==> src/design/macs_pkg.sv <==
// ============================================================================
// Moving average crossover package
// Beat layouts, register indexes and fixed widths shared by the crossover
// signal block and its response queue.
// ============================================================================
package macs_pkg;

   // Field widths fixed by the interface.
   localparam int SYM_W      = 4;
   localparam int PRICE_W    = 32;
   localparam int POS_W      = 32;
   localparam int QTY_W      = 31;
   localparam int FAST_W     = 6;
   localparam int SLOW_W     = 7;
   localparam int PERIOD_W   = SLOW_W;

   // Port widths.
   localparam int REQ_TDATA_W = 72;
   localparam int RSP_TDATA_W = 40;
   localparam int RSP_TUSER_W = 1;
   localparam int CSR_INDEX_W = 2;
   localparam int CSR_DATA_W  = 31;

   // Period defaults and the largest values the period registers hold.
   localparam logic [PERIOD_W-1:0] DEFAULT_FAST = PERIOD_W'(10);
   localparam logic [PERIOD_W-1:0] DEFAULT_SLOW = PERIOD_W'(30);
   localparam int FAST_MAX = (1 << FAST_W) - 1;
   localparam int SLOW_MAX = (1 << SLOW_W) - 1;

   // Response queue sizing; the queue depth is also the limit on beats in flight or queued.
   localparam int FIFO_DEPTH = 8;
   localparam int PTR_W      = $clog2(FIFO_DEPTH);
   localparam int CREDIT_W   = $clog2(FIFO_DEPTH + 1);

   // Register indexes on the configuration channel.
   typedef enum logic [CSR_INDEX_W-1:0] {
      CSR_FAST_PERIOD  = 2'd0,
      CSR_SLOW_PERIOD  = 2'd1,
      CSR_BUY_QUANTITY = 2'd2
   } csr_index_type;

   // Order side codes.
   localparam logic SIDE_BUY  = 1'b0;
   localparam logic SIDE_SELL = 1'b1;

   // Request beat, first field in the lowest bits.
   typedef struct packed {
      logic [3:0]              pad;
      logic signed [POS_W-1:0] current_position;
      logic [PRICE_W-1:0]      close_price;
      logic [SYM_W-1:0]        symbol;
   } req_beat_type;

   // One market order as it waits in the response queue.
   typedef struct packed {
      logic [QTY_W-1:0] order_quantity;
      logic             order_side;
      logic [SYM_W-1:0] order_symbol;
   } order_type;

endpackage

==> src/design/macs_rsp_fifo.sv <==
// ============================================================================
// Response queue
// Small queue of market orders between the decision stage and the result
// channel. The producer never pushes into a full queue.
// ============================================================================
module macs_rsp_fifo (
   input  logic                clock,
   input  logic                reset,
   input  logic                push_valid,
   input  macs_pkg::order_type push_data,
   input  logic                pop_ready,
   output logic                out_valid,
   output macs_pkg::order_type out_data
);
   import macs_pkg::*;

   order_type           slots_ff [FIFO_DEPTH];
   logic [PTR_W-1:0]    wr_ptr_ff;
   logic [PTR_W-1:0]    rd_ptr_ff;
   logic [CREDIT_W-1:0] count_ff;
   logic                pop;

   assign out_valid = (count_ff != '0);
   assign out_data  = slots_ff[rd_ptr_ff];
   assign pop       = out_valid && pop_ready;

   // Entry storage.
   always_ff @(posedge clock) begin
      if (push_valid) begin
         slots_ff[wr_ptr_ff] <= push_data;
      end
   end

   // Pointers and fill level.
   always_ff @(posedge clock) begin
      if (reset) begin
         wr_ptr_ff <= '0;
         rd_ptr_ff <= '0;
         count_ff  <= '0;
      end else begin
         if (push_valid) begin
            wr_ptr_ff <= wr_ptr_ff + 1'b1;
         end
         if (pop) begin
            rd_ptr_ff <= rd_ptr_ff + 1'b1;
         end
         count_ff <= count_ff + CREDIT_W'(push_valid) - CREDIT_W'(pop);
      end
   end

endmodule

==> config.mk <==
export PLATFORM = sky130hd
export DESIGN_NAME = macs_rsp_fifo
export DESIGN_NICKNAME = d
export VERILOG_FILES = /design/src/design/macs_pkg.sv /design/src/design/macs_rsp_fifo.sv
export SDC_FILE = /design/constraint.sdc
export NUM_CORES = 1
export LEC_CHECK = 0
export BUFFER_PORTS_ARGS = -buffer_cell sky130_fd_sc_hd__buf_2
export CORE_MARGIN = 8
export CORE_UTILIZATION = 40
export CTS_CLUSTER_SIZE = 12
export DETAILED_ROUTE_END_ITERATION = 12
export GPL_TIMING_DRIVEN = 0
export PLACE_DENSITY_LB_ADDON = 0.25
export REMOVE_ABC_BUFFERS = 1
export SLEW_MARGIN = 10
export SYNTH_ARGS = -nofsm -noshare
export SYNTH_HDL_FRONTEND = slang
export SYNTH_SLANG_ARGS = --single-unit
==> constraint.sdc <==
create_clock -name clock -period 4.9 [get_ports clock]
set_input_delay 0.49 -clock clock [delete_from_list [all_inputs] [get_ports clock]]
set_output_delay 0.49 -clock clock [all_outputs]
set_load 0.05 [all_outputs]
==> metrics.yaml <==
via_per_inst: 5.240
clk_pin_slew_ps: 60
status: "finished, final reports clean"
final_nets: 651
hpwl_um: 14090
grt_max_degree: 55
whs_ps: 253.4
wl_um: 22800
path_max_fanout: 39
rsz0062_at_grt: "no"
die_w_um: 187.2
cts.repair.resized: 0
peakVddDrop_v: 0.0002912
cts-htree-levels: 2
fmax_mhz: 310.2
place_congestion: 0.6782
hold_start: "push_data[32]"
max-slew-margin-rel_pct: 41.43
hold_depth: 1
cp_data_arrival_time_ps: 2730
syn_avg_cell_area_um2: 23.84
cts_tree: "yes"
ys_warn_count: 0
cts_buffer_depth: 3
drtIter0Drc: 265
p_leak_nw: 4.601
syn_inst: 492
timing.rr.end: "count_ff[1]$_SDFF_PP0_"
grt_pass1_vias: 5853
area_delta_synth_final_pct: 18.46
wl_per_cell_um: 22.58
fill_cells: 2338
worstPathRequired_ps: 4410
synth_edf_count: 288
timing.final.ws_setup_ps: 1676
grt_overflow: 0
synth_common_cells: "edfxtp_1 (288), mux4_1 (72), mux2_2 (38)"
crit_type: "reg -> out"
hold_viol_final: 0
r2r_cells: 10
stdcell_count: 1010
place_inst: 952
ant_nets: 0
core_area_um2: 28780
port_buffers: 76
cp-end-kind: "primary output"
worstHoldPathType: "in -> reg"
drive_gt1_share_pct: 30.19
internal-power_mw: 4.692
drc: 0
synth_top_area_share_pct: 73.74
powerDensity_nw_per_um2: 460.4
cts_setup_buffers: 0
yosysMostFrequentCell: "edfxtp_1"
clock_latency_ps: 500
grt_pass1_wl_um: 34910
p_sw_share_pct: 26.65
ys_ff_latch: 301
cts_buffers: 34
synth_seq_area_share_pct: 75.95
ys_types: 25
comb_power_share_pct: 17.9
grt_antenna_before_repair: 3
tightest_slew_ps: 873.8
first_pass_iters: 5
max-cap-violations: 0
die-area_um2: 35060
cts.sinks: 301
timing.final.crit_share_pct: 65.80
clock_power_share_pct: 35.4
r2r-start: "count_ff[2]$_SDFF_PP0_"
vias: 5292
clockRootBuffer: "clkbuf_16"
ios: 77
antennaDiodeCount: 0
hold_end: "slots_ff[2][32]$_DFFE_PP_"
dpl_cell_area_um2: 12880
post-route-util_pct: 48.27
stdcell_area_um2: 13890
p_sw_mw: 1.705
clock_skew_ps: 8.771
pre_cts_slack_ps: 2142
setup_viol: 0
die_h_um: 187.2
synth_area_leaders: "edfxtp_1 (74%), mux4_1 (16%), mux2_2 (3.6%)"
min_period_ps: 3224
async_reset_ff_share_pct: 0
yosys_most_used_dff: "edfxtp_1"
row_count: 62
pwr-share-seq_pct: 46.7
start_kind: "register"
initial_utilization_pct: 40.75
finalMaxSlewViolations: 0
track_usage_pct: 13.17
synth_area_um2: 11730
ctsHoldBuffers: 0
r2r_slack_ps: 2720
synth_top_area_cell: "edfxtp_1"
worst max-delay path, stage by stage, from the launching register on:
cell and delay, ps:
dfxtp_4 770, buf_16 320, mux4_1 580, mux2_2 310, buf_2 220
cell usage in the layout, fill, tap and decap left out, types with 2 or more instances in the layout:
master     instances
xor2_1             2
o21ai_0            3
ha_1               6
mux4_1            72
nor3_2             2
nand2b_1           4
clkinv_2           5
inv_1              8
clkbuf_1           7
buf_12             5
nor2_4             6
dfxtp_1           10
nand3_1            3
nand2_1            5
buf_6              8
mux2_2            38
nor2_1             7
a21oi_1            6
clkbuf_16         37
edfxtp_1         288
nor2b_1            2
buf_2             76
buf_16             6
clkinv_1           9
buf_4              2
dfxtp_4            2
cells by family after synthesis:
kind of cell,share of synthesized area [%]
adders and majority gates,0.8107
muxes,19.86
and+or+nand+nor,1.227
DFF,75.95
buffers and inverters,1.462
AOI/OAI and AO/OA,0.4587
xor gates and xnor gates,0.2241
state kept, by name, indices dropped and copies added, names as in the netlist, named ones only:
register and flops:
slots_ff 288, wr_ptr_ff 3, count_ff 4, rd_ptr_ff 3
layout make-up:
type                    count  area, um^2  share of cell area, %
clock buffers              44       952.2                  6.853
clock inverters            14       58.81                 0.4233
inverters                   8       30.03                 0.2161
multi-input cells         162        2704                  19.46
flip-flops and latches    301        8917                  64.18
well taps                 384       480.5                  3.458
repair buffers             97       750.7                  5.403
metal layers:
metal / track usage, % / part of all wire (%)
met3: 3.225 / 6.6
met2: 22.27 / 50
met1: 16.58 / 42
met4: 3.910 / 1.8
met5: 0 / 0.12
per-stage QoR:
step	total power, mW	TNS (ps)
6_report	6.397	0
5_1_grt	6.651	0
4_1_cts	6.495	0
3_5_place_dp	4.211	0
3_3_place_gp	4.161	-126970
2_1_floorplan	3.858	0
how the worst max path moves through the flow:
stage	cells past startpoint	endpoint
after CTS	4	out_data[13]
after detailed placement	4	out_data[13]
after global routing	4	out_data[1]
final	4	out_data[13]
after floorplan	2	out_data[0]
after global placement	3	slots_ff[4][16]$_DFFE_PP_
power by group through the flow:
stage | Clock [mW] | Sequential [mW] | Combinational, mW
global placement | 0 | 3.11 | 1.05
global route | 2.43 | 3.00 | 1.22
floorplan | 0 | 3.04 | 0.814
CTS | 2.33 | 2.99 | 1.17
finish | 2.26 | 2.99 | 1.15
detailed placement | 0 | 3.04 | 1.17
No activity file was read; power rests on OpenSTA's default activity.
