$ cat src/design/macs_state_ram.sv
// ============================================================================
// Per-symbol state memory
// Holds bar count, write slot and both window sums for each symbol. A valid
// bit per entry makes an entry read as zero after reset or a history clear.
// ============================================================================
module macs_state_ram #(
   parameter int DEPTH  = 16,
   parameter int ADDR_W = 4,
   parameter int WIDTH  = 8
) (
   input  logic              clock,
   input  logic              reset,
   input  logic              clear,
   input  logic              wr_en,
   input  logic [ADDR_W-1:0] wr_addr,
   input  logic [WIDTH-1:0]  wr_data,
   input  logic [ADDR_W-1:0] rd_addr,
   output logic [WIDTH-1:0]  rd_data
);

   logic [WIDTH-1:0] mem [DEPTH];
   logic [WIDTH-1:0] rd_q_ff;
   logic [DEPTH-1:0] valid_ff;
   logic             rd_hit_ff;

   // Storage, read-first.
   always_ff @(posedge clock) begin
      if (wr_en) begin
         mem[wr_addr] <= wr_data;
      end
      rd_q_ff <= mem[rd_addr];
   end

   // Valid bits are cleared all at once and set by each write.
   always_ff @(posedge clock) begin
      if (reset || clear) begin
         valid_ff  <= '0;
         rd_hit_ff <= 1'b0;
      end else begin
         rd_hit_ff <= valid_ff[rd_addr];
         if (wr_en) begin
            valid_ff[wr_addr] <= 1'b1;
         end
      end
   end

   assign rd_data = rd_hit_ff ? rd_q_ff : '0;

endmodule

$ cat config.mk
export PLATFORM = sky130hd
export DESIGN_NAME = macs_state_ram
export DESIGN_NICKNAME = d
export VERILOG_FILES = /design/src/design/macs_state_ram.sv
export SDC_FILE = /design/constraint.sdc
export NUM_CORES = 1
export LEC_CHECK = 0
export BUFFER_PORTS_ARGS = -buffer_cell sky130_fd_sc_hd__buf_2
export CORE_UTILIZATION = 65
export DETAILED_ROUTE_END_ITERATION = 6
export GPL_ROUTABILITY_DRIVEN = 0
export MAX_ROUTING_LAYER = met4
export PLACE_DENSITY = 0.82
export SLEW_MARGIN = 5
export SYNTH_ARGS = -nofsm -noshare
export SYNTH_HDL_FRONTEND = slang
export SYNTH_SLANG_ARGS = --single-unit
$ cat constraint.sdc
create_clock -name clock -period 3.19 [get_ports clock]
set_input_delay 0.1595 -clock clock [delete_from_list [all_inputs] [get_ports clock]]
set_output_delay 0.1595 -clock clock [all_outputs]
set_load 0.005 [all_outputs]
==> results_tabular.tex, run 1 <==
\begin{tabular}{lr}
\hline
Metric & Value \\
\hline
\multicolumn{2}{l}{\textbf{Global routing}} \\
First-pass GRT wire length & approximately 18 mm \\
Largest net degree at the start of global routing & 39 \\
Overall overflow remaining after global route & 0 \\
Antenna violations before repair & 0 \\
Global router's overall resource usage & 0.275 \\
Via count of the first global-routing pass & 3,060 \\
\multicolumn{2}{l}{\textbf{Timing}} \\
Final setup viols & 0 \\
Final cycle utilization of the critical path & 0.472 \\
Final worst hold slack & 0.0261 ns \\
Number of max-slew violations in the final report & 0 \\
Worst slew margin relative to its limit & 0.252 \\
Minimum period implied by the final worst setup slack & roughly 1.5 ns \\
RSZ-0062 raised after global routing & false \\
Hold Violations, Final & 0 \\
Fmax & 0.664 GHz \\
Post-route worst setup slack & approximately 1.7 ns \\
Transition at the pin with the smallest max-transition slack & 1.12 ns \\
Largest clock skew in the final design & $\sim$0.0085 ns \\
Post-Route Setup TNS & 0 ns \\
\multicolumn{2}{l}{\textbf{Status}} \\
Result of the run & finished clean \\
\multicolumn{2}{l}{\textbf{Die}} \\
Vertical die dimension & a little under 100 um \\
Core ar. & a little under 9000 um2 \\
Width of the die & between 90 and 100 um \\
Total number of placement rows & 34 \\
DIE AREA & around 9300 um2 \\
Number of top-level pins & 28 \\
Effective utilization at floorplan & 0.671 \\
\multicolumn{2}{l}{\textbf{Logic synthesis}} \\
Primary FF master, synth & sky130\_fd\_sc\_hd\_\_edfxtp\_1 \\
Number of enable flip-flop cells after synthesis & $\sim$130 \\
Most common library cells after synthesis & 128 x sky130\_fd\_sc\_hd\_\_edfxtp\_1, 25 x sky130\_fd\_sc\_hd\_\_dfxtp\_1, 21 x sky130\_fd\_sc\_hd\_\_mux4\_2 \\
Most common cell in the synthesized netlist & sky130\_fd\_sc\_hd\_\_edfxtp\_1 \\
Yosys synthesis warning count & 0 \\
Biggest area contributors in the synthesized netlist & sky130\_fd\_sc\_hd\_\_edfxtp\_1 66\%, sky130\_fd\_sc\_hd\_\_dfxtp\_1 8.6\%, sky130\_fd\_sc\_hd\_\_mux4\_2 8.1\% \\
Seq cells post-synth & between 150 and 200 \\
Area share of the largest cell type after synthesis & 0.660 \\
Number of library cell types mapped by synthesis & 31 \\
Cell type contributing the most total cell area after synthesis & sky130\_fd\_sc\_hd\_\_edfxtp\_1 \\
Synth async-reset ratio & 0 \\
Mean instance size in the synthesized netlist & around 20 um2 \\
Net count after synthesis & $\sim$310 \\
Synthesized instance count & slightly below 300 \\
Share of the yosys chip area belonging to registers & 0.746 \\
Cell area after synthesis & approximately 5800 um2 \\
\multicolumn{2}{l}{\textbf{Final layout}} \\
Share of layout cells above drive strength 1 & 0.258 \\
Number of inserted diodes & 0 \\
Post-layout nets & $\sim$350 \\
Finished Core Util & 0.765 \\
Final std cells w/o fill & about 450 \\
Synth-to-Final Area Change & 14.0\% \\
\multicolumn{2}{l}{\textbf{Clock network}} \\
H-tree depth & 4 \\
Hold\_buf cts & 0 \\
Maximum buffer depth of the clock tree & 2 \\
Clock latency at the later pin of the worst-skew pair & 0.52 ns \\
CTS-repair resized insts & 0 \\
CTS tree & done \\
Inserted Clock Buffers & 17 \\
Clk slew on worst S/H paths & roughly 0.070 ns \\
Number of sinks handled by clock tree synthesis & 153 \\
Clock root buffer & sky130\_fd\_sc\_hd\_\_clkbuf\_8 \\
Number of post-CTS setup repair buffers & 0 \\
\multicolumn{2}{l}{\textbf{Critical path}} \\
Reg-to-reg critical path startpoint & valid\_ff[11]\$\_SDFFE\_PP0P\_ \\
Capturing element type of the critical path & flip-flop \\
Launching element type of the critical path & input port \\
Number of cells on the worst reg-to-reg path & 4 \\
Data required, critical path & approximately 3.6 ns \\
Endpoint of the most critical register-to-register path & rd\_hit\_ff\$\_SDFF\_PP0\_ \\
Data arrival time of the critical path & 1.90 ns \\
Internal reg-to-reg setup slack & around 1.7 ns \\
Worst setup path category & input port to flip-flop \\
Critical path fanouts, max & 23 \\
\multicolumn{2}{l}{\textbf{Route}} \\
Antenna Violating Nets Remaining & 0 \\
DR top layer & met4 \\
DR WL/cell & roughly 25 um \\
DRT iter0 DRCs & 255 \\
Total met3 wirelength after detailed routing & between 800 and 900 um \\
DR vias & between 2k and 3k \\
Post-detailed-route DRC marker count & 0 \\
Vias per Instance & approximately 6.6 \\
Sum of met2 wire segment lengths after detailed routing & 5.73 mm \\
Length of the first detailed-routing pass in iterations & 5 \\
Wirelength, routed & about 11 mm \\
Met1 Wirelength & roughly 4.5 mm \\
\multicolumn{2}{l}{\textbf{Hold path}} \\
Worst Hold Path Cells & 1 \\
Path type of the worst min-delay path & input port to flip-flop \\
Hold Path Sink & mem[4][3]\$\_DFFE\_PP\_ \\
Hold\_sp & wr\_data[3] \\
\multicolumn{2}{l}{\textbf{Power and ir drop}} \\
Leakage power & between 2 and 2.5 nW \\
Power density over the cells & roughly 660 nW/um2 \\
Maximum VDD drop & approximately 0.44 mV \\
\multicolumn{2}{l}{\textbf{Place}} \\
Pre-CTS setup slack & 1.13 ns \\
HPWL after detailed placement & $\sim$6.8 mm \\
Number of port buffers & 27 \\
Placed Cells incl. Taps & between 400 and 500 \\
\multicolumn{2}{l}{\textbf{Flow run}} \\
Max Cap Viol & 0 \\
\hline
\end{tabular}
## layout make-up
cell class / count / area, um2
Tap cell: 108 / 135
Multi-Input combinational cell: 123 / 1370
Sequential cell: 153 / 4340
Fill cell: 469 / 2040
Timing Repair Buffer: 33 / 193
Clock buffer: 19 / 422
Clock inverter: 13 / 171
## per-layer routing
metal | vias to the layer above | GRT usage
met4 | 0 | 0.113
met5 | - | -
li1 | 1273 | -
met3 | 20 | 0.0737
met2 | 157 | 0.426
met1 | 1521 | 0.351
## critical path, cell delays in order
cell	delay, ns
sky130_fd_sc_hd__buf_2	0.44
sky130_fd_sc_hd__buf_12	0.28
sky130_fd_sc_hd__mux4_1	0.60
sky130_fd_sc_hd__a22oi_1	0.28
sky130_fd_sc_hd__nand2_1	0.11
## worst max-delay path by stage
| stage | startpoint | end | slack, ns |
|---|---|---|---|
| after floorplan | wr_addr[2] | mem[0][0]$_DFFE_PP_ | 1.48 |
| after global placement | rd_addr[0] | rd_q_ff[3]$_DFF_P_ | 1.14 |
| after detailed placement | rd_addr[0] | rd_q_ff[3]$_DFF_P_ | 1.13 |
| after CTS | rd_addr[0] | rd_q_ff[2]$_DFF_P_ | 1.66 |
| after global routing | rd_addr[0] | rd_q_ff[2]$_DFF_P_ | 1.58 |
| final | rd_addr[0] | rd_q_ff[2]$_DFF_P_ | 1.68 |
## cells by family after synthesis
logic type | synth area share
AOI/OAI and AO/OA | 0.0451
and+or+nand+nor | 0.0438
buffers and inverters | 0.0183
muxes | 0.147
DFF | 0.746
## through the flow
| step | cell area (um2) | power, mW |
|---|---|---|
| detailed placement | 6050 | 2.46 |
| global placement | 6050 | 2.45 |
| finish | 6640 | 4.40 |
| floorplan | 5820 | 2.38 |
| global route | 6640 | 4.52 |
| CTS | 6640 | 4.41 |
## flip-flops by register name (all words and copies together), names as in the netlist
signal and flops:
mem 128, valid_ff 16, rd_q_ff 8, rd_hit_ff 1
## layout by cell type (no fill, tap or decap), types with 4 or more instances in the layout
master / count
sky130_fd_sc_hd__edfxtp_1: 128
sky130_fd_sc_hd__nand3b_1: 4
sky130_fd_sc_hd__buf_4: 5
sky130_fd_sc_hd__mux4_1: 13
sky130_fd_sc_hd__buf_2: 27
sky130_fd_sc_hd__and2_1: 8
sky130_fd_sc_hd__o21a_1: 16
sky130_fd_sc_hd__a22oi_1: 16
sky130_fd_sc_hd__mux4_2: 21
sky130_fd_sc_hd__nor2_1: 14
sky130_fd_sc_hd__nor3_1: 5
sky130_fd_sc_hd__dfxtp_1: 25
sky130_fd_sc_hd__clkinvlp_4: 5
sky130_fd_sc_hd__nand2_1: 10
sky130_fd_sc_hd__clkbuf_16: 16
## power breakdown
group          internal [mW]  switching (mW)
combinational         0.0777           0.110
clock                   1.20           0.780
sequential              2.21          0.0161
total                   3.49           0.906
(Power assumes the default switching activity.)
==> inputs of run 2 (changes only) <==
--- a/config.mk
+++ b/config.mk
@@ -6,11 +6,11 @@
 export NUM_CORES = 1
 export LEC_CHECK = 0
 export BUFFER_PORTS_ARGS = -buffer_cell sky130_fd_sc_hd__buf_2
-export CORE_UTILIZATION = 65
+export CORE_UTILIZATION = 60
 export DETAILED_ROUTE_END_ITERATION = 6
 export GPL_ROUTABILITY_DRIVEN = 0
 export MAX_ROUTING_LAYER = met4
-export PLACE_DENSITY = 0.82
+export PLACE_DENSITY = 0.76
 export SLEW_MARGIN = 5
 export SYNTH_ARGS = -nofsm -noshare
 export SYNTH_HDL_FRONTEND = slang
==> constraint.sdc (replaced) <==
create_clock -name clock -period 1.4 [get_ports clock]
set_input_delay 0.07 -clock clock [delete_from_list [all_inputs] [get_ports clock]]
set_output_delay 0.07 -clock clock [all_outputs]
set_load 0.005 [all_outputs]
==> run 2 against run 1 <==
Clock-buffer cell count up 4. Die area up 8.2%. Sequential power rose by 130%. Total power grew 120%. Clock power rose by 120%. Non-clock buffer count increased by 44. Combinational power increased to 2.7 times the previous value. Core utilization is 1.1 points lower. Sequential share of layout area is 3.7 points lower. Critical endpoint is now rd_q_ff[3]$_DFF_P_.
==> results_tabular.tex, run 2 (same netlist as run 1, synthesis figures left out) <==
\begin{tabular}{lr}
\hline
Metric & Value \\
\hline
\multicolumn{2}{l}{\textbf{Status}} \\
Result of the run & finished clean \\
\multicolumn{2}{l}{\textbf{Final layout}} \\
Flip-flop count of the largest register after layout & 128 (unchanged) \\
Synth-to-Final Area Change & 20.8\% \\
Share of layout cells above drive strength 1 & 0.327 (+0.0692) \\
Post-layout nets & 392 (+13\%) \\
Largest register by flop count & mem \\
Commonest non-fill, non-tap cell in the layout & sky130\_fd\_sc\_hd\_\_edfxtp\_1 \\
Layout filler cell count & 524 (+12\%) \\
Top library cells by usage in the layout, fill and taps aside & 128 x sky130\_fd\_sc\_hd\_\_edfxtp\_1, 35 x sky130\_fd\_sc\_hd\_\_buf\_4, 27 x sky130\_fd\_sc\_hd\_\_buf\_2, 24 x sky130\_fd\_sc\_hd\_\_dfxtp\_1, 22 x sky130\_fd\_sc\_hd\_\_mux4\_2 \\
Number of inserted diodes & 0 (unchanged) \\
Finished Core Util & 0.754 (-0.0107) \\
Final instance area & 7040 um2 (+6.0\%) \\
Largest regs & mem (128), valid\_ff (16), rd\_q\_ff (8) \\
\multicolumn{2}{l}{\textbf{Route}} \\
Antenna Violating Nets Remaining & 0 (unchanged) \\
DR WL/cell & 22.2 um (-12\%) \\
Post-detailed-route DRC marker count & 0 (unchanged) \\
DRT iter0 DRCs & 197 (-23\%) \\
Vias per Instance & 5.93 (-10\%) \\
Length of the first detailed-routing pass in iterations & 4 (-1) \\
Wirelength, routed & 11.4 mm (+1.2\%) \\
DR vias & 3,050 (+2.7\%) \\
\multicolumn{2}{l}{\textbf{Critical path}} \\
Max incr delay on CP & 0.50 ns (-0.10 ns) \\
Critical path buffer and inverter count & 0 (-2) \\
Cells traversed along the worst timing path & mux4\_1 > a22oi\_1 > nand2\_1 \\
Reg-to-reg critical path startpoint & mem[14][3]\$\_DFFE\_PP\_ \\
Crit-path slowest cell & sky130\_fd\_sc\_hd\_\_mux4\_1 \\
Endpoint of the most critical register-to-register path & rd\_q\_ff[3]\$\_DFF\_P\_ \\
Data arrival time of the critical path & 1.79 ns (-0.11 ns) \\
Number of cells on the worst reg-to-reg path & 3 (-1) \\
Internal reg-to-reg setup slack & 0.01 ns (-1.69 ns) \\
Family with the most delay on the worst path & multiplexers \\
Launching element type of the critical path & flip-flop \\
Worst setup path category & flip-flop to flip-flop \\
Capturing element type of the critical path & flip-flop \\
Data required, critical path & 1.80 ns (-1.78 ns) \\
Critical path fanouts, max & 1 (-96\%) \\
\multicolumn{2}{l}{\textbf{Timing}} \\
Worst slew margin relative to its limit & 0.440 (+0.188) \\
Post-Route Setup TNS & 0 ns (unchanged) \\
Final cycle utilization of the critical path & 0.992 \\
Final setup viols & 0 (unchanged) \\
Largest clock skew in the final design & 0.00721 ns (-0.00130 ns) \\
Hold Violations, Final & 0 (unchanged) \\
RSZ-0062 raised after global routing & false \\
Post-route worst setup slack & 0.0116 ns (-1.67 ns) \\
Number of max-slew violations in the final report & 0 (unchanged) \\
Transition at the pin with the smallest max-transition slack & 0.836 ns (-0.281 ns) \\
Minimum period implied by the final worst setup slack & between 1 and 1.5 ns \\
Final worst hold slack & 0.0482 ns (+0.0221 ns) \\
Fmax & roughly 0.72 GHz \\
\multicolumn{2}{l}{\textbf{Hold path}} \\
Worst Hold Path Cells & 4 (+3) \\
Hold\_sp & rd\_addr[2] \\
Hold Path Sink & rd\_hit\_ff\$\_SDFF\_PP0\_ \\
Path type of the worst min-delay path & input port to flip-flop \\
\multicolumn{2}{l}{\textbf{Clock network}} \\
H-tree depth & 4 (unchanged) \\
Inserted Clock Buffers & 17 (unchanged) \\
CTS tree & done \\
Maximum buffer depth of the clock tree & 2 (unchanged) \\
Clock latency at the later pin of the worst-skew pair & 0.52 ns (about the same) \\
Number of sinks handled by clock tree synthesis & 153 (unchanged) \\
Clk slew on worst S/H paths & 0.06 ns (about the same) \\
Clock root buffer & sky130\_fd\_sc\_hd\_\_clkbuf\_8 \\
\multicolumn{2}{l}{\textbf{Global routing}} \\
Largest net degree at the start of global routing & 39 (unchanged) \\
First-pass GRT wire length & 17.3 mm (-2.0\%) \\
Global router's overall resource usage & 0.261 (-0.0141) \\
Antenna violations before repair & 0 (unchanged) \\
Via count of the first global-routing pass & 3,135 (+2.5\%) \\
Overall overflow remaining after global route & 0 (unchanged) \\
\multicolumn{2}{l}{\textbf{Power and ir drop}} \\
Clock share of power & 0.436 (-0.014) \\
Power density over the cells & 1400 nW/um2 (+110\%) \\
Leakage power & 2.51 nW (+11\%) \\
Internal Dissipation & 7.87 mW (+130\%) \\
Combinational power share & 0.051 (+0.008) \\
Net switching component of the power & 2.01 mW (+120\%) \\
Switching power share of the total & 0.204 (-0.00265) \\
Sequential power share & 0.514 (+0.007) \\
Maximum VDD drop & 1.08 mV (+150\%) \\
\multicolumn{2}{l}{\textbf{Die}} \\
Core ar. & 9330 um2 (+7.5\%) \\
DIE AREA & 10,100 um2 (+8.2\%) \\
Number of top-level pins & 28 (unchanged) \\
Vertical die dimension & 101 um (+4.0\%) \\
Width of the die & 101 um (+4.0\%) \\
Total number of placement rows & 35 (+2.9\%) \\
Effective utilization at floorplan & 0.624 (-0.0467) \\
\multicolumn{2}{l}{\textbf{Place}} \\
Number of port buffers & 27 (unchanged) \\
HPWL after detailed placement & 7.13 mm (+5.2\%) \\
Pre-CTS setup slack & -0.127 ns (-1.26 ns) \\
Placed cell areas & 6300 um2 (+4.2\%) \\
\multicolumn{2}{l}{\textbf{Flow run}} \\
Max Cap Viol & 0 (unchanged) \\
\hline
\end{tabular}
-- run 2: changes by cell type in the layout (fill, tap and decap cells not counted), moves of 2 or more --
cell / previous run / this run
sky130_fd_sc_hd__clkbuf_16: 16 / 19
sky130_fd_sc_hd__dlygate4sd3_1: 0 / 12
sky130_fd_sc_hd__inv_4: 0 / 3
sky130_fd_sc_hd__clkinvlp_4: 5 / 0
sky130_fd_sc_hd__clkinv_2: 0 / 4
sky130_fd_sc_hd__inv_6: 2 / 0
sky130_fd_sc_hd__buf_4: 5 / 35
sky130_fd_sc_hd__bufinv_16: 3 / 0
sky130_fd_sc_hd__clkbuf_8: 1 / 3
-- run 2: worst reg2reg max path, cell delays in order, from the launching register on --
cell	delay, ns
sky130_fd_sc_hd__edfxtp_1	0.37
sky130_fd_sc_hd__mux4_1	0.51
sky130_fd_sc_hd__a22oi_1	0.29
sky130_fd_sc_hd__nand2_1	0.11
-- run 2: how the worst max path moves through the flow --
stage	startpoint	endpoint	slack [ns]	depth (start not counted)
2_1_floorplan	wr_addr[2]	mem[3][0]$_DFFE_PP_	0.03	2
3_3_place_gp	rd_addr[0]	rd_q_ff[6]$_DFF_P_	-0.11	6
3_5_place_dp	rd_addr[0]	rd_q_ff[6]$_DFF_P_	-0.13	6
4_1_cts	mem[13][7]$_DFFE_PP_	rd_q_ff[7]$_DFF_P_	0.03	3
5_1_grt	mem[14][3]$_DFFE_PP_	rd_q_ff[3]$_DFF_P_	0.01	3
6_report	mem[14][3]$_DFFE_PP_	rd_q_ff[3]$_DFF_P_	0.01	3
-- run 2: area by class of cell --
cell class / instances / area [um2] / share of cell area
Multi-Input combinational cell: 123 / 1380 / 0.197
Sequential cell: 153 / 4350 / 0.618
Tap cell: 129 / 161 / 0.0229
Clock inverter: 9 / 56.3 / 0.00800
Clock buffer: 23 / 520 / 0.0740
Timing Repair Buffer: 77 / 569 / 0.0809
-- run 2: what timing repair did --
action | in CTS | in global routing
setup buffers | 0 | 4
pin swaps | 0 | 1
setup endpoints to repair | 8 | 5
gates resized for setup | 1 | 5
hold endpoints to repair | 138 | 0
hold buffers | 12 | 0
-- run 2: per-layer routing --
metal | routed length [um] | global-route usage | up-vias
met4 | 287 | 0.107 | 0
li1 | - | - | 1356
met2 | 5820 | 0.421 | 112
met1 | 4680 | 0.313 | 1560
met3 | 615 | 0.0742 | 22
met5 | 0 | - | -
-- run 2: per-stage QoR --
| stage | total power, mW | instances |
|---|---|---|
| finish | 9.87 | 514 |
| global route | 10.2 | 514 |
| global placement | 5.61 | 466 |
| floorplan | 5.43 | 289 |
| CTS | 9.93 | 510 |
| detailed placement | 5.63 | 466 |
-- run 2: power by group through the flow --
stage	Sequential (mW)	Clock, mW	Combinational [mW]
final	5.07	4.30	0.501
after detailed placement	5.17	0	0.460
after CTS	5.07	4.36	0.490
after global routing	5.08	4.54	0.540
after global placement	5.16	0	0.447
after floorplan	5.15	0	0.274
